$ cat config.mk
export PLATFORM = sky130hd
export DESIGN_NAME = string_literal_escape_decoder_unit
export DESIGN_NICKNAME = d
export VERILOG_FILES = /design/src/sedu_pkg.sv /design/src/string_literal_escape_decoder_unit.sv /design/src/sedu_decode.sv /design/src/sedu_rbuf.sv
export SDC_FILE = /design/constraint.sdc
export NUM_CORES = 1
export LEC_CHECK = 0
export BUFFER_PORTS_ARGS = -buffer_cell sky130_fd_sc_hd__buf_2
export CAP_MARGIN = 15
export CORE_MARGIN = 10
export CORE_UTILIZATION = 57
export DETAILED_ROUTE_END_ITERATION = 7
export PLACE_DENSITY = 0.87
export SLEW_MARGIN = 20
export SYNTH_ARGS = -nofsm -noshare
export SYNTH_HDL_FRONTEND = slang
export SYNTH_HIERARCHICAL = 1
export SYNTH_SLANG_ARGS = --single-unit
$ cat constraint.sdc
create_clock -name i_clk -period 5.3 [get_ports i_clk]
set_input_delay 0 -clock i_clk [delete_from_list [all_inputs] [get_ports i_clk]]
set_output_delay 0 -clock i_clk [all_outputs]
set_load 0.01 [all_outputs]
$ cat src/sedu_pkg.sv
// ----------------------------------------------------------------------------
// String literal escape decoder package
// Shared types, codes and character constants of the escape decoder.
// ----------------------------------------------------------------------------
package sedu_pkg;

    localparam int unsigned P_MAX_LEN = 4096;
    localparam int unsigned RES_MAX   = 3;
    localparam int unsigned RES_CNT_W = 2;
    localparam int unsigned LEN_W     = 13;

    typedef enum logic [1:0] {
        MODE_NORMAL = 2'd0,
        MODE_ESC    = 2'd1,
        MODE_OCT    = 2'd2,
        MODE_HEX    = 2'd3
    } t_mode;

    typedef enum logic [1:0] {
        KIND_DATA = 2'd0,
        KIND_END  = 2'd1,
        KIND_ERR  = 2'd2
    } t_kind;

    typedef enum logic [2:0] {
        ERR_NONE   = 3'd0,
        ERR_UNTERM = 3'd1,
        ERR_ESCAPE = 3'd2,
        ERR_OCT    = 3'd3,
        ERR_HEX    = 3'd4
    } t_err;

    typedef struct packed {
        t_kind            kind;
        logic [7:0]       data_byte;
        t_err             error_code;
        logic [LEN_W-1:0] string_length;
    } t_res;

    localparam logic [7:0] CH_QUOTE  = 8'h22;
    localparam logic [7:0] CH_APOS   = 8'h27;
    localparam logic [7:0] CH_BSLASH = 8'h5C;
    localparam logic [7:0] CH_ZERO   = 8'h30;
    localparam logic [7:0] CH_SEVEN  = 8'h37;
    localparam logic [7:0] CH_EIGHT  = 8'h38;
    localparam logic [7:0] CH_NINE   = 8'h39;
    localparam logic [7:0] CH_LC_A   = 8'h61;
    localparam logic [7:0] CH_LC_B   = 8'h62;
    localparam logic [7:0] CH_LC_F   = 8'h66;
    localparam logic [7:0] CH_LC_N   = 8'h6E;
    localparam logic [7:0] CH_LC_R   = 8'h72;
    localparam logic [7:0] CH_LC_T   = 8'h74;
    localparam logic [7:0] CH_LC_V   = 8'h76;
    localparam logic [7:0] CH_LC_X   = 8'h78;
    localparam logic [7:0] CH_UC_A   = 8'h41;
    localparam logic [7:0] CH_UC_F   = 8'h46;

    localparam logic [7:0] BYTE_BEL = 8'h07;
    localparam logic [7:0] BYTE_BS  = 8'h08;
    localparam logic [7:0] BYTE_TAB = 8'h09;
    localparam logic [7:0] BYTE_LF  = 8'h0A;
    localparam logic [7:0] BYTE_VT  = 8'h0B;
    localparam logic [7:0] BYTE_FF  = 8'h0C;
    localparam logic [7:0] BYTE_CR  = 8'h0D;

    localparam logic [7:0] BYTE_MAX = 8'hFF;

endpackage

$ cat src/string_literal_escape_decoder_unit.sv
// ----------------------------------------------------------------------------
// String literal escape decoder unit
// Decodes the body of a string literal one character per request into data
// bytes, an end-of-string result or an error.
// ----------------------------------------------------------------------------
// A character is taken every cycle as long as each one gives at most one
// result and the output is not stalled; a character that gives two or three
// results holds the channel until all are taken, because the result buffer
// hands out one result per cycle while the output is not stalled. A character
// passes the input register, then the decode logic into the result buffer.
// The decoder state is updated as the character leaves the input register,
// so a character that gives no result never waits.
module string_literal_escape_decoder_unit #(
    parameter int unsigned MAX_LEN = sedu_pkg::P_MAX_LEN
) (
    input  logic                       i_clk,
    input  logic                       i_rst_n,
    input  logic                       i_in_valid,
    output logic                       o_in_stall,
    input  logic [7:0]                 i_char_in,
    input  logic                       i_last_in_line,
    output logic                       o_out_valid,
    input  logic                       i_out_stall,
    output logic [1:0]                 o_kind,
    output logic [7:0]                 o_data_byte,
    output logic [2:0]                 o_error_code,
    output logic [sedu_pkg::LEN_W-1:0] o_string_length,
    output logic                       o_last_of_run
);
    import sedu_pkg::*;

    localparam int unsigned CNT_W = $clog2(MAX_LEN + 1);

    logic                 r_in_valid;
    logic [7:0]           r_char;
    logic                 r_eol;
    t_mode                r_mode;
    logic [7:0]           r_value;
    logic                 r_ovf;
    logic [CNT_W-1:0]     r_count;

    t_mode                n_mode;
    logic [7:0]           n_value;
    logic                 n_ovf;
    logic [CNT_W-1:0]     n_count;

    logic                 w_closed;
    logic [RES_CNT_W-1:0] w_n;
    t_res                 w_res [RES_MAX];
    logic                 w_free;
    logic                 w_adv;
    logic                 w_in_take;

    assign w_adv      = r_in_valid && ((w_n == '0) || w_free);
    assign o_in_stall = r_in_valid && !w_adv;
    assign w_in_take  = i_in_valid && !o_in_stall;

    always_ff @(posedge i_clk) begin
        if (!i_rst_n) begin
            r_in_valid <= 1'b0;
        end else if (w_in_take) begin
            r_in_valid <= 1'b1;
        end else if (w_adv) begin
            r_in_valid <= 1'b0;
        end
    end

    always_ff @(posedge i_clk) begin
        if (w_in_take) begin
            r_char <= i_char_in;
            r_eol  <= i_last_in_line;
        end
    end

    always_ff @(posedge i_clk) begin
        if (!i_rst_n) begin
            r_mode  <= MODE_NORMAL;
            r_value <= '0;
            r_ovf   <= 1'b0;
            r_count <= '0;
        end else if (w_adv) begin
            r_mode  <= n_mode;
            r_value <= n_value;
            r_ovf   <= n_ovf;
            r_count <= n_count;
        end
    end

    sedu_decode #(
        .MAX_LEN (MAX_LEN),
        .CNT_W   (CNT_W)
    ) u_decode (
        .i_char   (r_char),
        .i_eol    (r_eol),
        .i_mode   (r_mode),
        .i_value  (r_value),
        .i_ovf    (r_ovf),
        .i_count  (r_count),
        .o_mode   (n_mode),
        .o_value  (n_value),
        .o_ovf    (n_ovf),
        .o_count  (n_count),
        .o_closed (w_closed),
        .o_n      (w_n),
        .o_res    (w_res)
    );

    sedu_rbuf u_rbuf (
        .i_clk           (i_clk),
        .i_rst_n         (i_rst_n),
        .i_load          (w_adv && (w_n != '0)),
        .i_n             (w_n),
        .i_res           (w_res),
        .o_free          (w_free),
        .o_out_valid     (o_out_valid),
        .i_out_stall     (i_out_stall),
        .o_kind          (o_kind),
        .o_data_byte     (o_data_byte),
        .o_error_code    (o_error_code),
        .o_string_length (o_string_length),
        .o_last_of_run   (o_last_of_run)
    );

`ifndef SYNTHESIS
    a_hold_input: assert property (@(posedge i_clk) disable iff (!i_rst_n)
        (r_in_valid && !w_adv) |=> (r_in_valid && $stable(r_char) && $stable(r_eol)))
        else $error("Pending character lost before it was decoded.");

    a_restart: assert property (@(posedge i_clk) disable iff (!i_rst_n)
        (w_adv && w_closed) |=> ((r_mode == MODE_NORMAL) && (r_count == '0) && !r_ovf))
        else $error("Decoder state not cleared after the string closed.");

    a_count_bound: assert property (@(posedge i_clk) disable iff (!i_rst_n)
        r_count <= CNT_W'(MAX_LEN))
        else $error("Decoded length went past its saturation value.");
`endif

endmodule

$ cat src/sedu_decode.sv
// ----------------------------------------------------------------------------
// Escape decoder step logic
// Decodes one registered character against the current decoder state and
// produces up to three results together with the next state.
// ----------------------------------------------------------------------------
module sedu_decode #(
    parameter int unsigned MAX_LEN = sedu_pkg::P_MAX_LEN,
    parameter int unsigned CNT_W   = $clog2(MAX_LEN + 1)
) (
    input  logic [7:0]                  i_char,
    input  logic                        i_eol,
    input  sedu_pkg::t_mode             i_mode,
    input  logic [7:0]                  i_value,
    input  logic                        i_ovf,
    input  logic [CNT_W-1:0]            i_count,
    output sedu_pkg::t_mode             o_mode,
    output logic [7:0]                  o_value,
    output logic                        o_ovf,
    output logic [CNT_W-1:0]            o_count,
    output logic                        o_closed,
    output logic [sedu_pkg::RES_CNT_W-1:0] o_n,
    output sedu_pkg::t_res              o_res [sedu_pkg::RES_MAX]
);
    import sedu_pkg::*;

    function automatic logic [CNT_W-1:0] sat_inc(input logic [CNT_W-1:0] c);
        logic [CNT_W-1:0] r;
        if (c < CNT_W'(MAX_LEN)) begin
            r = c + 1'b1;
        end else begin
            r = c;
        end
        return r;
    endfunction

    function automatic t_res mk_res(input t_kind k, input logic [7:0] b,
                                    input t_err e, input logic [LEN_W-1:0] len);
        t_res r;
        r.kind          = k;
        r.data_byte     = b;
        r.error_code    = e;
        r.string_length = len;
        return r;
    endfunction

    logic        w_oct_dig;
    logic        w_hex_dig;
    logic [7:0]  w_dsub;
    logic [3:0]  w_dval;

    always_comb begin
        w_oct_dig = (i_char >= CH_ZERO) && (i_char <= CH_SEVEN);
        w_hex_dig = w_oct_dig || (i_char == CH_EIGHT) || (i_char == CH_NINE)
                    || ((i_char >= CH_LC_A) && (i_char <= CH_LC_F))
                    || ((i_char >= CH_UC_A) && (i_char <= CH_UC_F));
        priority if ((i_char >= CH_LC_A) && (i_char <= CH_LC_F)) begin
            w_dsub = i_char - (CH_LC_A - 8'd10);
        end else if ((i_char >= CH_UC_A) && (i_char <= CH_UC_F)) begin
            w_dsub = i_char - (CH_UC_A - 8'd10);
        end else begin
            w_dsub = i_char - CH_ZERO;
        end
        w_dval = w_dsub[3:0];
    end

    always_comb begin
        t_mode            m;
        logic [7:0]       v;
        logic             ov;
        logic [CNT_W-1:0] cnt;
        logic [RES_CNT_W-1:0] n;
        logic             open;
        logic             done;
        logic             closed;
        logic             is_dig;
        logic [11:0]      wide;
        logic [7:0]       b;
        logic             known;
        t_res             res [RES_MAX];

        m      = i_mode;
        v      = i_value;
        ov     = i_ovf;
        cnt    = i_count;
        n      = '0;
        open   = 1'b1;
        done   = 1'b0;
        closed = 1'b0;
        b      = '0;
        known  = 1'b1;
        wide   = '0;
        for (int k = 0; k < RES_MAX; k++) begin
            res[k] = mk_res(KIND_DATA, '0, ERR_NONE, '0);
        end

        if ((m == MODE_OCT) || (m == MODE_HEX)) begin
            is_dig = (m == MODE_HEX) ? w_hex_dig : w_oct_dig;
            if (is_dig) begin
                if (m == MODE_HEX) begin
                    wide = {v, 4'b0000} + {8'd0, w_dval};
                end else begin
                    wide = {1'b0, v, 3'b000} + {8'd0, w_dval};
                end
                if (wide > {4'd0, BYTE_MAX}) begin
                    ov = 1'b1;
                end
                v    = wide[7:0];
                done = 1'b1;
            end else if (ov) begin
                res[n] = mk_res(KIND_ERR, '0, (m == MODE_OCT) ? ERR_OCT : ERR_HEX, '0);
                n      = n + 1'b1;
                m      = MODE_NORMAL;
                v      = '0;
                ov     = 1'b0;
                cnt    = '0;
                closed = 1'b1;
                open   = 1'b0;
                done   = 1'b1;
            end else begin
                res[n] = mk_res(KIND_DATA, v, ERR_NONE, '0);
                n      = n + 1'b1;
                cnt    = sat_inc(cnt);
                m      = MODE_NORMAL;
                v      = '0;
            end
        end else begin
            is_dig = 1'b0;
        end

        if (!done && open) begin
            if (m == MODE_NORMAL) begin
                priority if (i_char == CH_QUOTE) begin
                    res[n] = mk_res(KIND_END, '0, ERR_NONE, LEN_W'(cnt));
                    n      = n + 1'b1;
                    m      = MODE_NORMAL;
                    v      = '0;
                    ov     = 1'b0;
                    cnt    = '0;
                    closed = 1'b1;
                    open   = 1'b0;
                end else if (i_char == CH_BSLASH) begin
                    m = MODE_ESC;
                end else begin
                    res[n] = mk_res(KIND_DATA, i_char, ERR_NONE, '0);
                    n      = n + 1'b1;
                    cnt    = sat_inc(cnt);
                end
            end else begin
                m = MODE_NORMAL;
                unique case (i_char)
                    CH_LC_A:   b = BYTE_BEL;
                    CH_LC_B:   b = BYTE_BS;
                    CH_LC_T:   b = BYTE_TAB;
                    CH_LC_N:   b = BYTE_LF;
                    CH_LC_V:   b = BYTE_VT;
                    CH_LC_F:   b = BYTE_FF;
                    CH_LC_R:   b = BYTE_CR;
                    CH_BSLASH: b = i_char;
                    CH_APOS:   b = i_char;
                    CH_QUOTE:  b = i_char;
                    CH_ZERO: begin
                        m  = MODE_OCT;
                        v  = '0;
                        ov = 1'b0;
                    end
                    CH_LC_X: begin
                        m  = MODE_HEX;
                        v  = '0;
                        ov = 1'b0;
                    end
                    default:   known = 1'b0;
                endcase
                if (!known) begin
                    res[n] = mk_res(KIND_ERR, '0, ERR_ESCAPE, '0);
                    n      = n + 1'b1;
                    m      = MODE_NORMAL;
                    v      = '0;
                    ov     = 1'b0;
                    cnt    = '0;
                    closed = 1'b1;
                    open   = 1'b0;
                end else if (m == MODE_NORMAL) begin
                    res[n] = mk_res(KIND_DATA, b, ERR_NONE, '0);
                    n      = n + 1'b1;
                    cnt    = sat_inc(cnt);
                end
            end
        end

        if (open && i_eol) begin
            if ((m == MODE_OCT) || (m == MODE_HEX)) begin
                if (ov) begin
                    res[n] = mk_res(KIND_ERR, '0, (m == MODE_OCT) ? ERR_OCT : ERR_HEX, '0);
                    n      = n + 1'b1;
                    open   = 1'b0;
                end else begin
                    res[n] = mk_res(KIND_DATA, v, ERR_NONE, '0);
                    n      = n + 1'b1;
                end
            end
            if (open) begin
                res[n] = mk_res(KIND_ERR, '0, ERR_UNTERM, '0);
                n      = n + 1'b1;
            end
            m      = MODE_NORMAL;
            v      = '0;
            ov     = 1'b0;
            cnt    = '0;
            closed = 1'b1;
        end

        o_mode   = m;
        o_value  = v;
        o_ovf    = ov;
        o_count  = cnt;
        o_closed = closed;
        o_n      = n;
        o_res    = res;
    end

endmodule

$ cat src/sedu_rbuf.sv
// ----------------------------------------------------------------------------
// Escape decoder result buffer
// Holds the results of one decoded character and hands them out one per
// request on the output channel.
// ----------------------------------------------------------------------------
module sedu_rbuf (
    input  logic                           i_clk,
    input  logic                           i_rst_n,
    input  logic                           i_load,
    input  logic [sedu_pkg::RES_CNT_W-1:0] i_n,
    input  sedu_pkg::t_res                 i_res [sedu_pkg::RES_MAX],
    output logic                           o_free,
    output logic                           o_out_valid,
    input  logic                           i_out_stall,
    output logic [1:0]                     o_kind,
    output logic [7:0]                     o_data_byte,
    output logic [2:0]                     o_error_code,
    output logic [sedu_pkg::LEN_W-1:0]     o_string_length,
    output logic                           o_last_of_run
);
    import sedu_pkg::*;

    logic [RES_CNT_W-1:0] r_left;
    logic [RES_CNT_W-1:0] r_idx;
    t_res                 r_res [RES_MAX];
    logic                 w_take;
    t_res                 w_cur;

    assign w_take = (r_left != '0) && !i_out_stall;
    assign o_free = (r_left == '0) || ((r_left == RES_CNT_W'(1)) && w_take);

    always_ff @(posedge i_clk) begin
        if (!i_rst_n) begin
            r_left <= '0;
            r_idx  <= '0;
        end else if (i_load) begin
            r_left <= i_n;
            r_idx  <= '0;
        end else if (w_take) begin
            r_left <= r_left - 1'b1;
            r_idx  <= r_idx + 1'b1;
        end
    end

    always_ff @(posedge i_clk) begin
        if (i_load) begin
            r_res <= i_res;
        end
    end

    assign w_cur           = r_res[r_idx];
    assign o_out_valid     = (r_left != '0);
    assign o_kind          = w_cur.kind;
    assign o_data_byte     = w_cur.data_byte;
    assign o_error_code    = w_cur.error_code;
    assign o_string_length = w_cur.string_length;
    assign o_last_of_run   = (r_left == RES_CNT_W'(1));

`ifndef SYNTHESIS
    a_load_when_free: assert property (@(posedge i_clk) disable iff (!i_rst_n)
        i_load |-> o_free)
        else $error("Result buffer loaded while results are still pending.");

    a_left_bound: assert property (@(posedge i_clk) disable iff (!i_rst_n)
        r_left <= RES_CNT_W'(RES_MAX))
        else $error("Result buffer count exceeds its depth.");

    a_drain_empty: assert property (@(posedge i_clk) disable iff (!i_rst_n)
        (o_out_valid && o_last_of_run && !i_out_stall && !i_load) |=> !o_out_valid)
        else $error("Result buffer still valid after its last result was taken.");
`endif

endmodule

==> flow_summary_export.csv <==
group,metric,value,unit
sta,drv_slew,0,
detailed_routing,dr.pass1.iters,6,
sta,min_period,5.01,ns
clock_network,clk_transition_reported_paths,0.06,ns
min_path,hold_depth,3,
layout,fin_nets,946,
grt,track_usage,0.214,
layout,final_cell_mix,"nand2_1 (123), edfxtp_1 (87), nor2_1 (68)",
sta,slew_headroom,0.360,
layout,final_common_cell,"nand2_1",
detailed_routing,drtAntennaViolNets,0,
detailed_routing,wl_per_cell,19.3,um
floorplanning,rows,43,
critical_path,endpoint_kind,"register",
pwr,peakVddDrop,0.221,mV
synth,yosys_warnings,6,
layout,drive_above_1_share,0.150,
grt,grt_pass1_vias,6448,
floorplanning,die_w,138,um
pwr,fin_total_pwr,2.49,mW
sta,fin_skew,0.0108,ns
grt,antenna_found_initial,0,
sta,hold_viol_final,0,
sta,post-route-period-util,0.945,
clock_network,clock_path_buffers,2,
sta,rsz0062_at_grt,"yes",
run,cap_violations,0,
critical_path,reg2regPathDepth,22,
sta,hold_slack,0.274,ns
detailed_routing,route.detailed.drc,0,
status,status,"completed",
critical_path,worstPathRequired,5.66,ns
floorplanning,core,0.0138,mm2
critical_path,cp.arrival,5.37,ns
detailed_routing,dr_total_vias,7096,
placed_design,port_buffers,41,
sta,setup_violations,0,
layout,areaGrowthSynthToFinish,12.6,%
grt,grtUsageMet3,0.0531,
sta,fmax,0.200,GHz
layout,multi_input_area,0.00431,mm2
clock_network,cts_buffers,17,
detailed_routing,wl,21.4,mm
synth,synth_area,0.00794,mm2
clock_network,htreeDepth,4,
placed_design,place_congestion,1.04,
critical_path,path_class,"register to register",
clock_network,cts-root-buf,"clkbuf_16",
floorplanning,ios,42,
critical_path,cp_max_fo,10,
clock_network,cts.sinks,116,
synth,avgSynthCellArea,9.11,um2
critical_path,critical_path.startpoint_type,"register",
grt,overflow,0,
clock_network,insertion_delay,0.43,ns
grt,grt_pass1_wl,34.1,mm
grt,top_usage_layer,"met2",
grt,grt_use_met1,0.285,
pwr,powerDensity,279,mW/mm2
clock_network,tritoncts,"done",
pwr,leakage,3.06,nW
synth,syn_inst,872,
floorplanning,dieArea,0.0191,mm2
grt,grt_start_max_net_pins,53,
min_path,min_path_type,"input pin to register",
detailed_routing,viasPerCell,6.40,
layout,regArea,0.00319,mm2
sta,tightest_slew,0.961,ns
layout,num_antenna_cells,0,
layout,fillers,1095,
placed_design,hpwlAfterDp,14.9,mm
floorplanning,fp.dieH,138,um
detailed_routing,drt_iter0_drc,1080,
grt,use_met2,0.327,
floorplanning,start_util,0.577,
final timing paths:
| path | start | end | slack, ns |
|---|---|---|---|
| worst max-delay path | r_char[1] | u_rbuf/r_left[1] | 0.29 |
| worst min-delay path | i_rst_n | r_count[1] | 0.27 |
| worst max register to register | r_char[1] | u_rbuf/r_left[1] | 0.29 |
| worst min register to register | r_value[7] | r_value[7] | 0.50 |
per-stage QoR:
step / cell area [um2] / worst slack [ns] / setup TNS [ns] / instances / utilization
6_report: 8940 / 0.292 / 0 / 1108 / 0.649
5_1_grt: 8940 / -0.0102 / -0.0102 / 1108 / 0.649
4_1_cts: 8900 / 0.0879 / 0 / 1107 / 0.647
3_5_place_dp: 8230 / 0.186 / 0 / 1064 / 0.597
3_3_place_gp: 8230 / 0.340 / 0 / 1064 / 0.597
2_1_floorplan: 8000 / 0.00512 / 0 / 885 / -
critical path, cell delays in order, from the launching register on:
cell and delay (ns):
edfxtp_1 0.38, inv_1 0.11, ha_1 0.22, or3b_2 0.46
or3_1 0.36, o221ai_1 0.34, nand2b_1 0.25, nor2_1 0.12
nor3_1 0.17, o31a_1 0.25, ha_1 0.26, nand2_1 0.09
o21a_1 0.17, ha_1 0.24, mux2i_1 0.13, nand2_1 0.07
o21ai_0 0.15, nor2_1 0.11, o21a_1 0.19, and2b_4 0.22
or4_1 0.41, o31a_1 0.13, a21boi_2 0.13
routing by layer:
layer,up-vias,wire (um)
met4,0,527
met2,440,9780
li1,3313,-
met1,3288,8970
met5,-,0
met3,55,2160
where the power goes:
group | internal [mW] | switching (mW) | total (mW)
registers | 1.03 | 0.0237 | 1.06
clock network | 0.688 | 0.424 | 1.11
logic | 0.126 | 0.195 | 0.320
total | 1.85 | 0.642 | 2.49
what timing repair did:
action	in CTS	in global routing
gates resized for setup	0	7
setup buffers	0	1
hold buffers	11	0
hold endpoints to repair	12	0
endpoints found under the setup margin	0	84
state kept, by name (all words and copies together), names as in the netlist:
name           flops
r_eol              1
r_ovf              1
r_in_valid         1
r_value            8
u_rbuf/r_idx       2
r_mode             2
u_rbuf/r_left      2
r_count           13
u_rbuf/r_res      78
r_char             8
layout make-up:
cell class,instances,share of cell area
Tap cell,180,0.0252
Inverter,27,0.0116
Multi-Input combinational cell,674,0.482
Clock buffer,19,0.0484
Sequential cell,116,0.357
Clock inverter,13,0.0150
Timing Repair Buffer,79,0.0602
Note: power is estimated with default switching activity, not from simulation.
